## config.mk

```make
export PLATFORM = sky130hd
export DESIGN_NAME = pgas_address_node_router_flat
export DESIGN_NICKNAME = d
export VERILOG_FILES = /design/src/rtl/pnr_pkg.sv /design/src/rtl/pnr_channels.sv /design/src/rtl/pnr_div.sv /design/src/rtl/pnr_ctrl.sv /design/src/rtl/pnr_datapath.sv /design/src/rtl/pgas_address_node_router.sv /design/src/flat_wrapper.sv
export SDC_FILE = /design/constraint.sdc
export NUM_CORES = 2
export LEC_CHECK = 0
export BUFFER_PORTS_ARGS = -buffer_cell sky130_fd_sc_hd__buf_4
export CAP_MARGIN = 0
export CORE_ASPECT_RATIO = 0.7
export CORE_MARGIN = 4
export CORE_UTILIZATION = 61
export DETAILED_ROUTE_END_ITERATION = 7
export PLACE_DENSITY = 0.81
export SLEW_MARGIN = 0
export SYNTH_ARGS = -nofsm -noshare
export SYNTH_HDL_FRONTEND = slang
export SYNTH_SLANG_ARGS = --single-unit
```

## constraint.sdc

```tcl
create_clock -name clock -period 15.5 [get_ports clock]
set_input_delay 3.1 -clock clock [delete_from_list [all_inputs] [get_ports clock]]
set_output_delay 3.1 -clock clock [all_outputs]
set_load 0.02 [all_outputs]
```

## src/rtl/pnr_pkg.sv

```systemverilog
// Shared constants, payload types and control structs of the address node router
`timescale 1ns / 1ps
package pnr_pkg;

   localparam int NODE_BITS = 16;
   localparam int ADDR_W    = 64;
   localparam int QUOT_BITS = NODE_BITS + 1;
   localparam int DIV_CNT_W = $clog2(ADDR_W + 1);

   localparam logic [DIV_CNT_W-1:0] SHARE_STEPS = DIV_CNT_W'(ADDR_W);
   localparam logic [DIV_CNT_W-1:0] NODE_STEPS  = DIV_CNT_W'(QUOT_BITS);

   localparam logic [3:0] XFER_CAP = 4'd8;

   // CSR indexes
   localparam logic [1:0] CSR_WINDOW_BASE = 2'd0;
   localparam logic [1:0] CSR_WINDOW_SIZE = 2'd1;
   localparam logic [1:0] CSR_LOCAL_NODE  = 2'd2;
   localparam logic [1:0] CSR_NODE_COUNT  = 2'd3;

   // Outcome codes
   localparam logic [2:0] OUT_RANGE        = 3'd0;
   localparam logic [2:0] OUT_UNROUTABLE   = 3'd1;
   localparam logic [2:0] OUT_LOCAL        = 3'd2;
   localparam logic [2:0] OUT_REMOTE_LOAD  = 3'd3;
   localparam logic [2:0] OUT_REMOTE_STORE = 3'd4;

   typedef struct packed {
      logic                     cmd;
      logic                     base_present;
      logic [ADDR_W-1:0]        base_value;
      logic                     index_present;
      logic [ADDR_W-1:0]        index_value;
      logic [3:0]               scale_factor;
      logic signed [ADDR_W-1:0] displacement;
      logic [4:0]               access_bytes;
      logic [ADDR_W-1:0]        store_value;
   } pnr_req_type;

   typedef struct packed {
      logic [2:0]           outcome;
      logic [NODE_BITS-1:0] target_node;
      logic [ADDR_W-1:0]    effective_address;
      logic [3:0]           transfer_bytes;
      logic [ADDR_W-1:0]    write_data;
      logic [ADDR_W-1:0]    local_total;
      logic [ADDR_W-1:0]    remote_load_total;
      logic [ADDR_W-1:0]    remote_store_total;
   } pnr_rsp_type;

   typedef struct packed {
      logic [1:0]        index;
      logic [ADDR_W-1:0] data;
   } pnr_csr_type;

   typedef struct packed {
      logic load_req;
      logic add_stage1;
      logic add_stage2;
      logic offset_calc;
      logic range_check;
      logic div_share;
      logic div_node;
      logic share_capture;
      logic finish;
   } pnr_cmd_type;

   typedef struct packed {
      logic routable;
      logic div_busy;
      logic out_free;
      logic cfg_touch;
   } pnr_sts_type;

endpackage

```

## src/rtl/pnr_channels.sv

```systemverilog
// Valid/ready channel interfaces: request, response and CSR write
`timescale 1ns / 1ps
interface pnr_req_if;
   import pnr_pkg::*;
   logic        valid;
   logic        ready;
   pnr_req_type payload;
   modport source (output valid, output payload, input ready);
   modport sink   (input valid, input payload, output ready);
endinterface

interface pnr_rsp_if;
   import pnr_pkg::*;
   logic        valid;
   logic        ready;
   pnr_rsp_type payload;
   modport source (output valid, output payload, input ready);
   modport sink   (input valid, input payload, output ready);
endinterface

interface pnr_csr_if;
   import pnr_pkg::*;
   logic        valid;
   logic        ready;
   pnr_csr_type payload;
   modport source (output valid, output payload, input ready);
   modport sink   (input valid, input payload, output ready);
endinterface

```

## src/rtl/pnr_div.sv

```systemverilog
// Iterative restoring divider, one quotient bit per cycle
`timescale 1ns / 1ps
module pnr_div (
   input  logic                             clock,
   input  logic                             reset,
   input  logic                             start,
   input  logic [pnr_pkg::ADDR_W-1:0]       rem_init,
   input  logic [pnr_pkg::ADDR_W-1:0]       dividend,
   input  logic [pnr_pkg::ADDR_W-1:0]       divisor,
   input  logic [pnr_pkg::DIV_CNT_W-1:0]    steps,
   output logic                             busy,
   output logic [pnr_pkg::ADDR_W-1:0]       quotient
);
   import pnr_pkg::*;

   logic [ADDR_W-1:0]    rem_ff;
   logic [ADDR_W-1:0]    dvd_ff;
   logic [ADDR_W-1:0]    dsr_ff;
   logic [ADDR_W-1:0]    quot_ff;
   logic [DIV_CNT_W-1:0] cnt_ff;

   logic [ADDR_W:0] trial;
   logic [ADDR_W:0] diff;
   logic            ge;

   // partial remainder stays below the divisor, so the difference fits ADDR_W bits
   assign trial = {rem_ff, dvd_ff[ADDR_W-1]};
   assign ge    = trial >= {1'b0, dsr_ff};
   assign diff  = trial - {1'b0, dsr_ff};

   always_ff @(posedge clock) begin
      if (reset) begin
         cnt_ff <= '0;
      end else if (start) begin
         cnt_ff <= steps;
      end else if (cnt_ff != '0) begin
         cnt_ff <= cnt_ff - DIV_CNT_W'(1);
      end
   end

   always_ff @(posedge clock) begin
      if (start) begin
         rem_ff  <= rem_init;
         dvd_ff  <= dividend;
         dsr_ff  <= divisor;
         quot_ff <= '0;
      end else if (cnt_ff != '0) begin
         rem_ff  <= ge ? diff[ADDR_W-1:0] : trial[ADDR_W-1:0];
         dvd_ff  <= {dvd_ff[ADDR_W-2:0], 1'b0};
         quot_ff <= {quot_ff[ADDR_W-2:0], ge};
      end
   end

   assign busy     = cnt_ff != '0;
   assign quotient = quot_ff;

endmodule

```

## src/rtl/pnr_ctrl.sv

```systemverilog
// Sequencing state machine of the address node router
`timescale 1ns / 1ps
module pnr_ctrl (
   input  logic                 clock,
   input  logic                 reset,
   input  logic                 req_valid,
   output logic                 req_ready,
   input  pnr_pkg::pnr_sts_type sts,
   output pnr_pkg::pnr_cmd_type cmd
);
   import pnr_pkg::*;

   localparam logic [2:0] S_IDLE  = 3'd0;
   localparam logic [2:0] S_SHARE = 3'd1;
   localparam logic [2:0] S_ADD1  = 3'd2;
   localparam logic [2:0] S_ADD2  = 3'd3;
   localparam logic [2:0] S_OFFS  = 3'd4;
   localparam logic [2:0] S_RANGE = 3'd5;
   localparam logic [2:0] S_DIV   = 3'd6;
   localparam logic [2:0] S_DONE  = 3'd7;

   logic [2:0] state_ff, state_in;
   logic       dirty_ff, dirty_in;

   // share is stale after a write to window size or node count
   assign req_ready = (state_ff == S_IDLE) && !dirty_ff;

   always_comb begin
      state_in = state_ff;
      cmd      = '0;
      unique case (state_ff)
         S_IDLE: begin
            priority if (dirty_ff) begin
               cmd.div_share = 1'b1;
               state_in      = S_SHARE;
            end else if (req_valid) begin
               cmd.load_req = 1'b1;
               state_in     = S_ADD1;
            end else begin
               state_in = S_IDLE;
            end
         end
         S_SHARE: begin
            if (!sts.div_busy) begin
               cmd.share_capture = 1'b1;
               state_in          = S_IDLE;
            end
         end
         S_ADD1: begin
            cmd.add_stage1 = 1'b1;
            state_in       = S_ADD2;
         end
         S_ADD2: begin
            cmd.add_stage2 = 1'b1;
            state_in       = S_OFFS;
         end
         S_OFFS: begin
            cmd.offset_calc = 1'b1;
            state_in        = S_RANGE;
         end
         S_RANGE: begin
            cmd.range_check = 1'b1;
            if (sts.routable) begin
               cmd.div_node = 1'b1;
               state_in     = S_DIV;
            end else begin
               state_in = S_DONE;
            end
         end
         S_DIV: begin
            if (!sts.div_busy) begin
               state_in = S_DONE;
            end
         end
         S_DONE: begin
            if (sts.out_free) begin
               cmd.finish = 1'b1;
               state_in   = S_IDLE;
            end
         end
      endcase
   end

   assign dirty_in = sts.cfg_touch || (dirty_ff && !cmd.div_share);

   always_ff @(posedge clock) begin
      if (reset) begin
         state_ff <= S_IDLE;
         dirty_ff <= 1'b0;
      end else begin
         state_ff <= state_in;
         dirty_ff <= dirty_in;
      end
   end

endmodule

```

## src/rtl/pnr_datapath.sv

```systemverilog
// Address arithmetic, window check, node selection, counters and response register
`timescale 1ns / 1ps
module pnr_datapath (
   input  logic                 clock,
   input  logic                 reset,
   input  pnr_pkg::pnr_cmd_type cmd,
   output pnr_pkg::pnr_sts_type sts,
   input  pnr_pkg::pnr_req_type req_payload,
   input  logic                 csr_valid,
   input  pnr_pkg::pnr_csr_type csr_payload,
   input  logic                 rsp_ready,
   output logic                 rsp_valid,
   output pnr_pkg::pnr_rsp_type rsp_payload
);
   import pnr_pkg::*;

   pnr_req_type          req_ff;
   logic [ADDR_W-1:0]    sum_ff;
   logic [ADDR_W-1:0]    prod_ff;
   logic [ADDR_W-1:0]    ea_ff;
   logic [ADDR_W-1:0]    offset_ff;
   logic                 below_ff;
   logic                 in_win_ff;
   logic                 routable_ff;
   logic [ADDR_W-1:0]    share_ff;
   logic                 share_ok_ff;

   logic [ADDR_W-1:0]    wbase_ff;
   logic [ADDR_W-1:0]    wsize_ff;
   logic [NODE_BITS-1:0] local_node_ff;
   logic [NODE_BITS-1:0] node_count_ff;

   logic [ADDR_W-1:0]    local_cnt_ff, local_cnt_in;
   logic [ADDR_W-1:0]    rload_cnt_ff, rload_cnt_in;
   logic [ADDR_W-1:0]    rstore_cnt_ff, rstore_cnt_in;

   logic                 rsp_valid_ff;
   pnr_rsp_type          rsp_ff;

   // divider hookup
   logic                 div_start;
   logic [ADDR_W-1:0]    div_rem_init;
   logic [ADDR_W-1:0]    div_dividend;
   logic [ADDR_W-1:0]    div_divisor;
   logic [DIV_CNT_W-1:0] div_steps;
   logic                 div_busy;
   logic [ADDR_W-1:0]    div_quot;

   logic [ADDR_W-1:0]    prod_full;
   logic [ADDR_W:0]      offs_full;
   logic                 in_win_c;
   logic [QUOT_BITS-1:0] quot_c;
   logic [NODE_BITS-1:0] node_sat;
   logic                 is_local;
   logic [3:0]           xfer_c;

   logic [2:0]           outcome_c;
   logic [NODE_BITS-1:0] node_c;
   logic [3:0]           xfer_out;
   logic [ADDR_W-1:0]    wdata_c;

   // CSR writes
   always_ff @(posedge clock) begin
      if (reset) begin
         wbase_ff      <= '0;
         wsize_ff      <= '0;
         local_node_ff <= '0;
         node_count_ff <= '0;
      end else if (csr_valid) begin
         unique case (csr_payload.index)
            CSR_WINDOW_BASE: wbase_ff      <= csr_payload.data;
            CSR_WINDOW_SIZE: wsize_ff      <= csr_payload.data;
            CSR_LOCAL_NODE:  local_node_ff <= csr_payload.data[NODE_BITS-1:0];
            CSR_NODE_COUNT:  node_count_ff <= csr_payload.data[NODE_BITS-1:0];
         endcase
      end
   end

   // 64 x 4 product, low 64 bits kept
   assign prod_full = req_ff.index_value * {{(ADDR_W-4){1'b0}}, req_ff.scale_factor};
   assign offs_full = {1'b0, ea_ff} - {1'b0, wbase_ff};
   assign in_win_c  = (wsize_ff != '0) && !below_ff && (offset_ff < wsize_ff);

   always_ff @(posedge clock) begin
      if (cmd.load_req) begin
         req_ff <= req_payload;
      end
      if (cmd.add_stage1) begin
         sum_ff  <= ADDR_W'(req_ff.displacement)
                  + (req_ff.base_present ? req_ff.base_value : '0);
         prod_ff <= req_ff.index_present ? prod_full : '0;
      end
      if (cmd.add_stage2) begin
         ea_ff <= sum_ff + prod_ff;
      end
      if (cmd.offset_calc) begin
         offset_ff <= offs_full[ADDR_W-1:0];
         below_ff  <= offs_full[ADDR_W];
      end
      if (cmd.range_check) begin
         in_win_ff   <= in_win_c;
         routable_ff <= in_win_c && share_ok_ff;
      end
   end

   // share = window_size / node_count, recomputed after a CSR change
   always_ff @(posedge clock) begin
      if (reset) begin
         share_ok_ff <= 1'b0;
      end else if (cmd.share_capture) begin
         share_ok_ff <= (node_count_ff != '0) && (div_quot != '0);
      end
   end

   always_ff @(posedge clock) begin
      if (cmd.share_capture) begin
         share_ff <= div_quot;
      end
   end

   // Owner quotient is below 2^QUOT_BITS, so the high offset bits preload the remainder
   assign div_start    = cmd.div_share || cmd.div_node;
   assign div_rem_init = cmd.div_node ? (offset_ff >> QUOT_BITS) : '0;
   assign div_dividend = cmd.div_node ? (offset_ff << (ADDR_W - QUOT_BITS)) : wsize_ff;
   assign div_divisor  = cmd.div_node ? share_ff : ADDR_W'(node_count_ff);
   assign div_steps    = cmd.div_node ? NODE_STEPS : SHARE_STEPS;

   pnr_div u_div (
      .clock    (clock),
      .reset    (reset),
      .start    (div_start),
      .rem_init (div_rem_init),
      .dividend (div_dividend),
      .divisor  (div_divisor),
      .steps    (div_steps),
      .busy     (div_busy),
      .quotient (div_quot)
   );

   // node selection and outcome
   assign quot_c   = div_quot[QUOT_BITS-1:0];
   assign node_sat = (quot_c >= {1'b0, node_count_ff})
                   ? node_count_ff - NODE_BITS'(1) : quot_c[NODE_BITS-1:0];
   assign is_local = node_sat == local_node_ff;
   assign xfer_c   = (req_ff.access_bytes > 5'(XFER_CAP)) ? XFER_CAP
                                                          : req_ff.access_bytes[3:0];

   always_comb begin
      outcome_c     = OUT_RANGE;
      node_c        = '0;
      xfer_out      = '0;
      wdata_c       = '0;
      local_cnt_in  = local_cnt_ff;
      rload_cnt_in  = rload_cnt_ff;
      rstore_cnt_in = rstore_cnt_ff;
      priority if (routable_ff) begin
         node_c = node_sat;
         if (is_local) begin
            outcome_c    = OUT_LOCAL;
            local_cnt_in = local_cnt_ff + ADDR_W'(1);
         end else begin
            xfer_out = xfer_c;
            if (req_ff.cmd) begin
               outcome_c     = OUT_REMOTE_STORE;
               wdata_c       = req_ff.store_value;
               rstore_cnt_in = rstore_cnt_ff + ADDR_W'(1);
            end else begin
               outcome_c    = OUT_REMOTE_LOAD;
               rload_cnt_in = rload_cnt_ff + ADDR_W'(1);
            end
         end
      end else if (in_win_ff) begin
         outcome_c = OUT_UNROUTABLE;
      end else begin
         outcome_c = OUT_RANGE;
      end
   end

   always_ff @(posedge clock) begin
      if (reset) begin
         local_cnt_ff  <= '0;
         rload_cnt_ff  <= '0;
         rstore_cnt_ff <= '0;
      end else if (cmd.finish) begin
         local_cnt_ff  <= local_cnt_in;
         rload_cnt_ff  <= rload_cnt_in;
         rstore_cnt_ff <= rstore_cnt_in;
      end
   end

   // response register
   always_ff @(posedge clock) begin
      if (reset) begin
         rsp_valid_ff <= 1'b0;
      end else if (cmd.finish) begin
         rsp_valid_ff <= 1'b1;
      end else if (rsp_ready) begin
         rsp_valid_ff <= 1'b0;
      end
   end

   always_ff @(posedge clock) begin
      if (cmd.finish) begin
         rsp_ff.outcome            <= outcome_c;
         rsp_ff.target_node        <= node_c;
         rsp_ff.effective_address  <= ea_ff;
         rsp_ff.transfer_bytes     <= xfer_out;
         rsp_ff.write_data         <= wdata_c;
         rsp_ff.local_total        <= local_cnt_in;
         rsp_ff.remote_load_total  <= rload_cnt_in;
         rsp_ff.remote_store_total <= rstore_cnt_in;
      end
   end

   assign rsp_valid   = rsp_valid_ff;
   assign rsp_payload = rsp_ff;

   assign sts.routable  = in_win_c && share_ok_ff;
   assign sts.div_busy  = div_busy;
   assign sts.out_free  = !rsp_valid_ff || rsp_ready;
   assign sts.cfg_touch = csr_valid && ((csr_payload.index == CSR_WINDOW_SIZE)
                                     || (csr_payload.index == CSR_NODE_COUNT));

endmodule

```

## src/rtl/pgas_address_node_router.sv

```systemverilog
// Sequence: load, two address add states, offset, range check, then the response load;
//   a routed request also runs the shared divider (17 one-bit steps find the owning node).
// A new request is taken only after the previous one has moved into the response register.
// A write to window_size or node_count recomputes the node share on the same divider
//   before the next request is taken.
// Reset: synchronous, clears CSRs, event counters, sequencer and response valid.
`timescale 1ns / 1ps
module pgas_address_node_router (
   input  logic      clock,
   input  logic      reset,
   pnr_req_if.sink   req_chan,
   pnr_rsp_if.source rsp_chan,
   pnr_csr_if.sink   csr_chan
);
   import pnr_pkg::*;

   pnr_cmd_type cmd;
   pnr_sts_type sts;
   logic        req_ready;
   logic        rsp_valid;
   pnr_rsp_type rsp_payload;

   // CSR writes are always accepted and land at the next clock edge
   assign csr_chan.ready = 1'b1;

   // Sequencer: share recompute, address add stages, window check, divider runs, response load.
   // Takes a new request only once the previous one has moved into the response
   // register, so a waiting response holds back only the next request's response load.
   pnr_ctrl u_ctrl (
      .clock     (clock),
      .reset     (reset),
      .req_valid (req_chan.valid),
      .req_ready (req_ready),
      .sts       (sts),
      .cmd       (cmd)
   );

   // Datapath: CSRs, effective address, window offset, share/owner division,
   // node clamp, event counters and the response register.
   pnr_datapath u_datapath (
      .clock       (clock),
      .reset       (reset),
      .cmd         (cmd),
      .sts         (sts),
      .req_payload (req_chan.payload),
      .csr_valid   (csr_chan.valid),
      .csr_payload (csr_chan.payload),
      .rsp_ready   (rsp_chan.ready),
      .rsp_valid   (rsp_valid),
      .rsp_payload (rsp_payload)
   );

   assign req_chan.ready   = req_ready;
   assign rsp_chan.valid   = rsp_valid;
   assign rsp_chan.payload = rsp_payload;

endmodule

```

## src/flat_wrapper.sv

```systemverilog
// flat-port wrapper written by rule: the top's interface ports become plain ports
module pgas_address_node_router_flat import pnr_pkg::*;
  (clock, reset, req_chan_valid, req_chan_payload, req_chan_ready, rsp_chan_valid, rsp_chan_payload, rsp_chan_ready, csr_chan_valid, csr_chan_payload, csr_chan_ready);
  pnr_req_if req_chan_i ();
  pnr_rsp_if rsp_chan_i ();
  pnr_csr_if csr_chan_i ();
  input  logic clock;
  input  logic reset;
  input wire logic [$bits(req_chan_i.valid)-1:0] req_chan_valid;
  input wire logic [$bits(req_chan_i.payload)-1:0] req_chan_payload;
  output wire logic [$bits(req_chan_i.ready)-1:0] req_chan_ready;
  output wire logic [$bits(rsp_chan_i.valid)-1:0] rsp_chan_valid;
  output wire logic [$bits(rsp_chan_i.payload)-1:0] rsp_chan_payload;
  input wire logic [$bits(rsp_chan_i.ready)-1:0] rsp_chan_ready;
  input wire logic [$bits(csr_chan_i.valid)-1:0] csr_chan_valid;
  input wire logic [$bits(csr_chan_i.payload)-1:0] csr_chan_payload;
  output wire logic [$bits(csr_chan_i.ready)-1:0] csr_chan_ready;
  assign req_chan_i.valid = req_chan_valid;
  assign req_chan_i.payload = req_chan_payload;
  assign req_chan_ready = req_chan_i.ready;
  assign rsp_chan_valid = rsp_chan_i.valid;
  assign rsp_chan_payload = rsp_chan_i.payload;
  assign rsp_chan_i.ready = rsp_chan_ready;
  assign csr_chan_i.valid = csr_chan_valid;
  assign csr_chan_i.payload = csr_chan_payload;
  assign csr_chan_ready = csr_chan_i.ready;
  pgas_address_node_router u_core (.clock(clock), .reset(reset), .req_chan(req_chan_i), .rsp_chan(rsp_chan_i), .csr_chan(csr_chan_i));
endmodule
```

==> impl_metrics.py <==
metrics = {
    "run_status": {
        "status": "finished, final reports clean",
    },
    "synth": {
        "synth_area_um2": 83580,
        "async_reset_ff_frac": 0,
        "synth_cell_types": 86,
        "syn_nets": 9050,
        "ys_ff_latch": 1555,
        "synth_top_area_share": 0.4045,
        "ys_seq_area_frac": 0.5073,
        "synthCells": 8182,
        "synth.largest_area_cell": "edfxtp_1",
        "ys.flop_type": "edfxtp_1",
        "synth-edff-count": 1126,
        "yosysWarnings": 0,
        "syn_area_per_cell_um2": 10.22,
        "synth_top_cells_by_area": "edfxtp_1 40%, dfxtp_1 10%, ha_1 6.0%",
    },
    "setup_path": {
        "cp-end-kind": "flip-flop",
        "path_cells": "inv_1, ha_1, a21o_1, a21o_1, a21oi_1, o211ai_1, a221oi_2, buf_4, mux2i_1, xor2_1, nand4_1, nor4_2, buf_4, buf_4, buf_4, nand3_1, or4_1, a21oi_1",
        "cpMostUsedCell": "buf_4",
        "r2r-end": "u_core.u_datapath.local_cnt_ff[57]",
        "r2r_start": "u_core.u_datapath.node_count_ff[2]",
        "rrSetupSlack_ns": 8.99,
        "cp_max_fo": 89,
        "crit_required_ns": 16.22,
        "cp.arrival_ns": 7.23,
        "cp-start-kind": "flip-flop",
        "slowest_delay_ns": 0.84,
        "worstSetupPathType": "flip-flop to flip-flop",
        "r2r_cells": 18,
        "cpMaxStageDelayCell": "buf_4",
    },
    "pwr": {
        "p_int_mw": 10.30,
        "p_sw_frac": 0.3910,
        "ir_drop_uv": 176.8,
        "p_clk_frac": 0.220,
        "power.switching_mw": 6.611,
        "comb_power_share": 0.424,
        "total_power_mw": 16.91,
        "leakagePower_nw": 37.91,
        "p_per_area_nw_per_um2": 177.7,
        "seqPwrFrac": 0.356,
    },
    "clocking": {
        "cts.sinks": 1555,
        "cts.repair.resized": 0,
        "insertion_delay_ns": 0.81,
        "htreeDepth": 4,
        "cts_tree": "done",
        "clk_pin_slew_ns": 0.06,
        "cts_root_buf": "clkbuf_16",
        "clockBufferDepth": 3,
        "hold_buffers": 0,
        "cts_setup_buffers": 0,
        "cts_buffers": 152,
    },
    "placed_design": {
        "dp_slack_ns": 8.977,
        "gp_congestion": 1.017,
        "dp_hpwl_mm": 181.4,
        "post_dp_cell_area_um2": 90160,
        "io_buffers": 683,
    },
    "sta": {
        "drv_slew": 0,
        "fin_tns_setup_ns": 0,
        "min_period_ns": 6.510,
        "setup_viol": 0,
        "grt_setup_unrepaired": "false",
        "min_period_over_period": 0.4200,
        "fmax_ghz": 0.1536,
        "hold_viol": 0,
        "max_slew_margin": 0.1439,
        "setup_ws_ns": 8.990,
        "worstMarginPinSlew_ns": 1.268,
        "fin_skew_ns": 0.03875,
    },
    "routing": {
        "vias_per_cell": 6.054,
        "drt_pass1_iterations": 7,
        "drc_errors": 0,
        "via_count": 64780,
        "detail-route-antenna-nets": 0,
        "wl_per_cell_um": 22.77,
        "routed_wl_mm": 243.6,
        "drtIter0Drc": 7915,
    },
    "die": {
        "rows": 113,
        "core_um2": 135900,
        "dieWidth_um": 450.4,
        "fp.dieH_um": 317.7,
        "initial_core_util": 0.6152,
        "io_pins": 685,
        "dieArea_um2": 143100,
    },
    "layout": {
        "synthToLayoutAreaGrowth_pct": 13.83,
        "fin_nets": 9583,
        "fin_area_um2": 95140,
        "drive_above_1_share": 0.1189,
    },
    "global_routing": {
        "grt_use_total": 0.3319,
        "antenna_found_initial": 19,
        "grt_start_max_net_pins": 197,
        "grt_pass1_vias": 61910,
        "overflow": 0,
        "grt_pass1_wl_mm": 369.2,
    },
    "hold_path": {
        "holdPathEnd": "u_core.u_datapath.wbase_ff[17]",
        "min_path_type": "flip-flop to flip-flop",
        "whs_path_depth": 2,
        "min-delay-start": "u_core.u_datapath.wbase_ff[17]",
    },
    "flow_run": {
        "max_cap_violations": 0,
    },
}
-- critical path: cells and delay by family (launching register included) --
| kind | cells | cell delay [ns] |
|---|---|---|
| AND/OR/NAND/NOR | 4 | 1.40 |
| multiplexers | 1 | 0.50 |
| XOR/XNOR | 1 | 0.19 |
| AO/OA/AOI/OAI | 6 | 1.02 |
| flip-flops | 1 | 0.42 |
| adder cells (fa/ha/maj) | 1 | 0.32 |
| buffers and inverters | 5 | 2.51 |
-- per-layer routing --
| layer | global-route usage | share of wire | vias up |
|---|---|---|---|
| met5 | 0 | 0.00035 | - |
| met4 | 0.1544 | 0.051 | 6 |
| met3 | 0.07235 | 0.099 | 557 |
| met2 | 0.4929 | 0.43 | 3211 |
| met1 | 0.4675 | 0.41 | 31200 |
| li1 | - | - | 29810 |
-- through the flow --
stage / std cells / hold slack (ns) / utilization
3_5_place_dp: 10400 / 0.4479 / 0.6636
4_1_cts: 10690 / 0.4565 / 0.7000
2_1_floorplan: 8182 / 0.4264 / -
6_report: 10700 / 0.4566 / 0.7002
3_3_place_gp: 10400 / 0.4341 / 0.6636
5_1_grt: 10700 / 0.4765 / 0.7002
-- layout by cell type, fill, tap and decap left out, types with 19 or more instances in the layout --
| master | count |
|---|---|
| a211oi_1 | 33 |
| a21o_1 | 234 |
| a21oi_1 | 624 |
| a22oi_1 | 20 |
| a31oi_1 | 34 |
| and2_1 | 406 |
| and3_1 | 87 |
| and4_1 | 19 |
| buf_4 | 735 |
| clkbuf_1 | 46 |
| clkbuf_16 | 157 |
| clkinv_2 | 25 |
| dfxtp_1 | 429 |
| edfxtp_1 | 1126 |
| fa_1 | 125 |
| ha_1 | 404 |
| inv_1 | 531 |
| mux2i_1 | 66 |
| nand2_1 | 1045 |
| nand2b_1 | 56 |
| nand3_1 | 162 |
| nand4_1 | 153 |
| nor2_1 | 511 |
| nor2b_1 | 76 |
| nor3_1 | 143 |
| nor4_1 | 118 |
| o21a_1 | 36 |
| o21ai_0 | 280 |
| o21bai_1 | 52 |
| o22ai_1 | 48 |
| o31ai_1 | 29 |
| or2_2 | 26 |
| or3_1 | 41 |
| xnor2_1 | 397 |
| xor2_1 | 266 |
-- layout make-up --
| class | instances | area (um^2) |
|---|---|---|
| Multi-Input combinational cell | 5736 | 37890 |
| Tap cell | 1840 | 2302 |
| Fill cell | 9982 | 40730 |
| Clock inverter | 72 | 710.7 |
| Inverter | 533 | 2011 |
| Sequential cell | 1555 | 42400 |
| Antenna cell | 14 | 35.03 |
| Timing Repair Buffer | 737 | 5553 |
| Clock buffer | 214 | 4235 |
-- cells by family after synthesis --
group           Yosys count  synth area share
simple gates           2922            0.1699
other cells               1        0.00004487
fa+ha+maj               529           0.09042
mux                      76          0.009251
compound gates         1545            0.1130
flops                  1555            0.5073
xor+xnor                663           0.06947
buf+inv                 891           0.04063
-- worst max path at each step --
stage                                  startpoint                                  to  cells past startpoint
2_1_floorplan                      rsp_chan_ready  u_core.u_datapath.local_cnt_ff[52]                      9
3_3_place_gp                       rsp_chan_ready  u_core.u_datapath.local_cnt_ff[42]                     11
3_5_place_dp                       rsp_chan_ready  u_core.u_datapath.local_cnt_ff[46]                     11
5_1_grt        u_core.u_datapath.node_count_ff[2]  u_core.u_datapath.local_cnt_ff[57]                     18
4_1_cts        u_core.u_datapath.node_count_ff[2]  u_core.u_datapath.local_cnt_ff[57]                     18
6_report       u_core.u_datapath.node_count_ff[2]  u_core.u_datapath.local_cnt_ff[57]                     18
-- cell usage after synthesis (13+ instances only) --
master / count
a21oi_1: 624
mux2i_1: 66
nand3_1: 163
o22ai_1: 48
a22oi_1: 20
fa_1: 125
or2_2: 26
and2_1: 408
clkbuf_1: 313
a211oi_1: 33
ha_1: 404
inv_1: 532
and4_1: 19
o21bai_1: 52
and3_1: 89
xnor2_1: 397
or3_1: 41
edfxtp_1: 1126
o31a_1: 16
o211ai_1: 16
nand4_1: 153
nor2b_1: 77
buf_1: 16
a31oi_1: 34
dfxtp_1: 429
nand2b_1: 57
nor3_1: 143
xor2_1: 266
or4_1: 14
o31ai_1: 29
a2111oi_0: 13
buf_2: 23
nand2_1: 1047
o21a_1: 36
a21boi_0: 13
nor3b_1: 17
a21o_1: 234
a221oi_1: 15
o21ai_0: 280
nor2_1: 515
nor4_1: 122
-- sequential cells by signal, indices dropped and copies added (netlist names), 3 cells and up --
register,count
u_core.u_ctrl.state_ff,3
u_core.u_datapath.ea_ff,64
u_core.u_datapath.local_cnt_ff,64
u_core.u_datapath.local_node_ff,16
u_core.u_datapath.node_count_ff,16
u_core.u_datapath.offset_ff,64
u_core.u_datapath.prod_ff,64
u_core.u_datapath.req_ff,268
u_core.u_datapath.rload_cnt_ff,64
u_core.u_datapath.rsp_payload,343
u_core.u_datapath.rstore_cnt_ff,64
u_core.u_datapath.share_ff,64
u_core.u_datapath.sum_ff,64
u_core.u_datapath.u_div.cnt_ff,7
u_core.u_datapath.u_div.dsr_ff,64
u_core.u_datapath.u_div.dvd_ff,64
u_core.u_datapath.u_div.quotient,64
u_core.u_datapath.u_div.rem_ff,64
u_core.u_datapath.wbase_ff,64
u_core.u_datapath.wsize_ff,64
-- power by group through the flow --
stage | sequential, mW | clock (mW) | combinational [mW]
floorplan | 5.98 | 0 | 5.10
global placement | 6.06 | 0 | 6.83
detailed placement | 6.08 | 0 | 6.97
CTS | 6.00 | 3.75 | 7.03
global route | 6.07 | 3.94 | 7.88
finish | 6.02 | 3.72 | 7.17
Note: power is estimated with default switching activity, not from simulation.
